### config.mk
export PLATFORM = sky130hd
export DESIGN_NAME = lsrc_queue
export DESIGN_NICKNAME = d
export VERILOG_FILES = /design/src/rtl/lsrc_queue.sv
export SDC_FILE = /design/constraint.sdc
export NUM_CORES = 1
export LEC_CHECK = 0
export ABC_AREA = 1
export ABC_CLOCK_PERIOD_IN_PS = 2430
export BUFFER_PORTS_ARGS = -buffer_cell sky130_fd_sc_hd__buf_2
export CAP_MARGIN = 20
export CORE_MARGIN = 2
export CORE_UTILIZATION = 45
export DETAILED_ROUTE_END_ITERATION = 8
export PLACE_DENSITY_LB_ADDON = 0.1
export SETUP_SLACK_MARGIN = 0.2
export SYNTH_ARGS = -nofsm -noshare
export SYNTH_HDL_FRONTEND = slang
export SYNTH_SLANG_ARGS = --single-unit
### constraint.sdc
create_clock -name clk -period 2.43 [get_ports clk]
set_clock_uncertainty 0.2 [all_clocks]
set_input_delay 0.3645 -clock clk [delete_from_list [all_inputs] [get_ports clk]]
set_output_delay 0.3645 -clock clk [all_outputs]
set_load 0.01 [all_outputs]
### src/rtl/lsrc_queue.sv
`default_nettype none
module lsrc_queue #(
  parameter int Width = 8,
  parameter int Depth = 4
) (
  input  wire logic             clk,
  input  wire logic             rst_n,
  input  wire logic             wr,
  input  wire logic [Width-1:0] wdata,
  input  wire logic             rd,
  output logic [Width-1:0]      rdata,
  output logic                  empty,
  output logic [$clog2(Depth+1)-1:0] count
);
  localparam int AW = (Depth > 1) ? $clog2(Depth) : 1;
  logic [Width-1:0] mem_r [Depth];
  logic [AW-1:0] wp_r, rp_r;
  logic [$clog2(Depth+1)-1:0] cnt_r;

  always_ff @(posedge clk) begin
    if (!rst_n) begin
      wp_r  <= '0;
      rp_r  <= '0;
      cnt_r <= '0;
    end else begin
      if (wr) wp_r <= (wp_r == AW'(Depth-1)) ? '0 : wp_r + 1'b1;
      if (rd) rp_r <= (rp_r == AW'(Depth-1)) ? '0 : rp_r + 1'b1;
      cnt_r <= cnt_r + (wr ? 1'b1 : 1'b0) - (rd ? 1'b1 : 1'b0);
    end
  end

  always_ff @(posedge clk) begin
    if (wr) mem_r[wp_r] <= wdata;
  end

  assign rdata = mem_r[rp_r];
  assign empty = (cnt_r == '0);
  assign count = cnt_r;
endmodule
`default_nettype wire

==> metrics.txt <==
Reg-to-Reg Start count[0]$_SDFF_PN0_; asr flop ratio synth 0%; Vias 1,031; Starting Density 46.8%; DPL Wire Length 1740 um; PwrDens 755 mW/mm^2; CP Class register to output port; slowest stage delay, CP 0.70 ns; number of setup violations in the final report 0; Die W 66.0 um; vias in the first global route 1,006; end-of-flow core utilization 52.8%; GRT Total Usage 13.8%; period utilization 81.5%; status complete, no violations; crit path cell chain o211ai_1 -> nand2_1 -> buf_2; most instantiated cells after synthesis edfxtp_1, inv_1, nand2_1; min-delay src wdata[1]; crit end category output port; post-synthesis cell area 0.00173 sq mm; multi-input logic area 418 sq um; top_reg_cell synth edfxtp_1; most numerous cell in the Yosys netlist edfxtp_1; Rel. slew slack 60.7%; CTS Buf Count 5; unrepaired setup endpoints after global routing no; grt ovf 0; hold_buf cts 0; Crit Path Max Fanout 16; Max-Cap Viols 0; die area 0.00435 sq mm; Root Buffer clkbuf_8; warning count from the yosys run 0; Area contributors post-synth edfxtp_1, dfxtp_1, inv_1; crit path time final 1.98 ns; Clock Latency Late Sink 0.28 ns; WP data arrival 1.42 ns; Crit path buffers/inverters 1; slowest CP cell dfxtp_1; Cell Rows 22; CP top delay family flip-flops; syn avg cell area 11.4 sq um; Unique masters post-synth 15; Starting DRT DRC Count 15; Post-synth EDFFs 32; Mapped Nets 171; Register Area 0.00114 sq mm; Post-CTS Resized 0; I/O Buffers 23; worst slew pin tran 0.589 ns; largest net degree at the start of global routing 33; Setup WS post-layout 0.448 ns; Final TNS setup 0 ns; Yosys reg bits 41; CTS tree yes; type of origin of the critical path register; fmax 505 MHz; Leak 0.855 nW; RR Endpoint count[2]$_SDFF_PN0_; WP data required 1.87 ns; Placer Congestion 0.693; final routed DRC violation total 0; pre-CTS setup slack 0.537 ns; dominant cell type by area after synthesis edfxtp_1; initial antenna violation count 0; Layout fillers 336; die height 66.0 um; WHS Endpoint mem_r[3][1]$_DFFE_PP_; Pins Over Slew Limit 0; layout cells sized above 1 17.4%; # diodes 0; R2R depth 8; Max VDD drop 392 uV; worst hold path class primary input to register; wire length per cell 11.4 um; core area 0.00369 sq mm; clk buf depth 2; clock sink total 41; Yosys top cell area share 55.6%; Seq/Total Area, Yosys 66.0%; clk slew on worst S/H paths 0.07 ns; global-route wire length before repair 4290 um; Final Net Count 197; Worst Hold Path Cells 1; postcts setup bufs 0; DRT Wirelength 2570 um; Mapped Cells 151; num ports 24; vias per cell 4.56; Final Hold Viols 0; Routed Antenna Nets 0; DR pass1 iterations 2; reg2reg setup slack 0.66 ns; H-tree depth 2; area growth from synthesis to final layout 12.7%
==> metrics by stage <==
stage	instances	total power [mW]	hold WS [ns]	area, sq um
3_5_place_dp	218	1.05	0.304	1860
5_1_grt	226	1.55	0.0875	1950
4_1_cts	226	1.49	0.0837	1950
2_1_floorplan	151	0.980	0.262	1730
3_3_place_gp	218	1.04	0.298	1860
6_report	226	1.47	0.0933	1950
==> sequential cells by signal, indices dropped and copies added (netlist names), named ones only <==
register,count
wp_r,2
count,3
rp_r,2
mem_r,32
==> worst max path at each step <==
stage | slack, ns | from | to | cells past startpoint
after floorplan | 0.69 | count[0]$_SDFF_PN0_ | count[2]$_SDFF_PN0_ | 8
after global placement | 0.59 | rd | count[2]$_SDFF_PN0_ | 8
after detailed placement | 0.54 | rd | count[2]$_SDFF_PN0_ | 8
after CTS | 0.42 | register | rdata[3] | 3
after global routing | 0.31 | register | rdata[3] | 3
final | 0.45 | register | rdata[3] | 3
==> routing by layer <==
layer	global-route usage (%)	wire length (um)
met5	0	0
met4	5.36	46
met3	5.62	136
met2	25.3	1280
met1	13.9	1100
==> cells by family after synthesis <==
family | Yosys count | share of synthesized area, %
adders and majority gates | 8 | 6.23
buffers and inverters | 36 | 9.78
and+or+nand+nor | 36 | 7.89
AOI/OAI and AO/OA | 30 | 10.1
DFF | 41 | 66.0
==> power by group <==
part	leakage [nW]	internal (mW)	switching (mW)
clock	0.0455	0.231	0.209
combinational	0.441	0.0808	0.121
sequential	0.369	0.802	0.0273
total	0.855	1.11	0.358
==> cells in the final DEF, fill, tap and decap left out <==
cell type and n:
clkbuf_1 2, nor2_1 9, edfxtp_1 32, o21ai_0 9, ha_1 7, buf_2 23
fa_1 1, buf_4 1, nand3_1 1, nand2_1 26, dfxtp_1 9, o211ai_1 8
a21oi_1 10, clkbuf_8 6, a21oi_2 1, o21ai_1 2, inv_1 31
==> layout make-up <==
cell class | instances | share of cell area (%)
Clock buffer | 8 | 4.62
Tap cell | 48 | 3.08
Multi-Input combinational cell | 74 | 21.5
Timing Repair Buffer | 24 | 6.29
Sequential cell | 41 | 58.6
Inverter | 31 | 5.97
(Power assumes the default switching activity.)
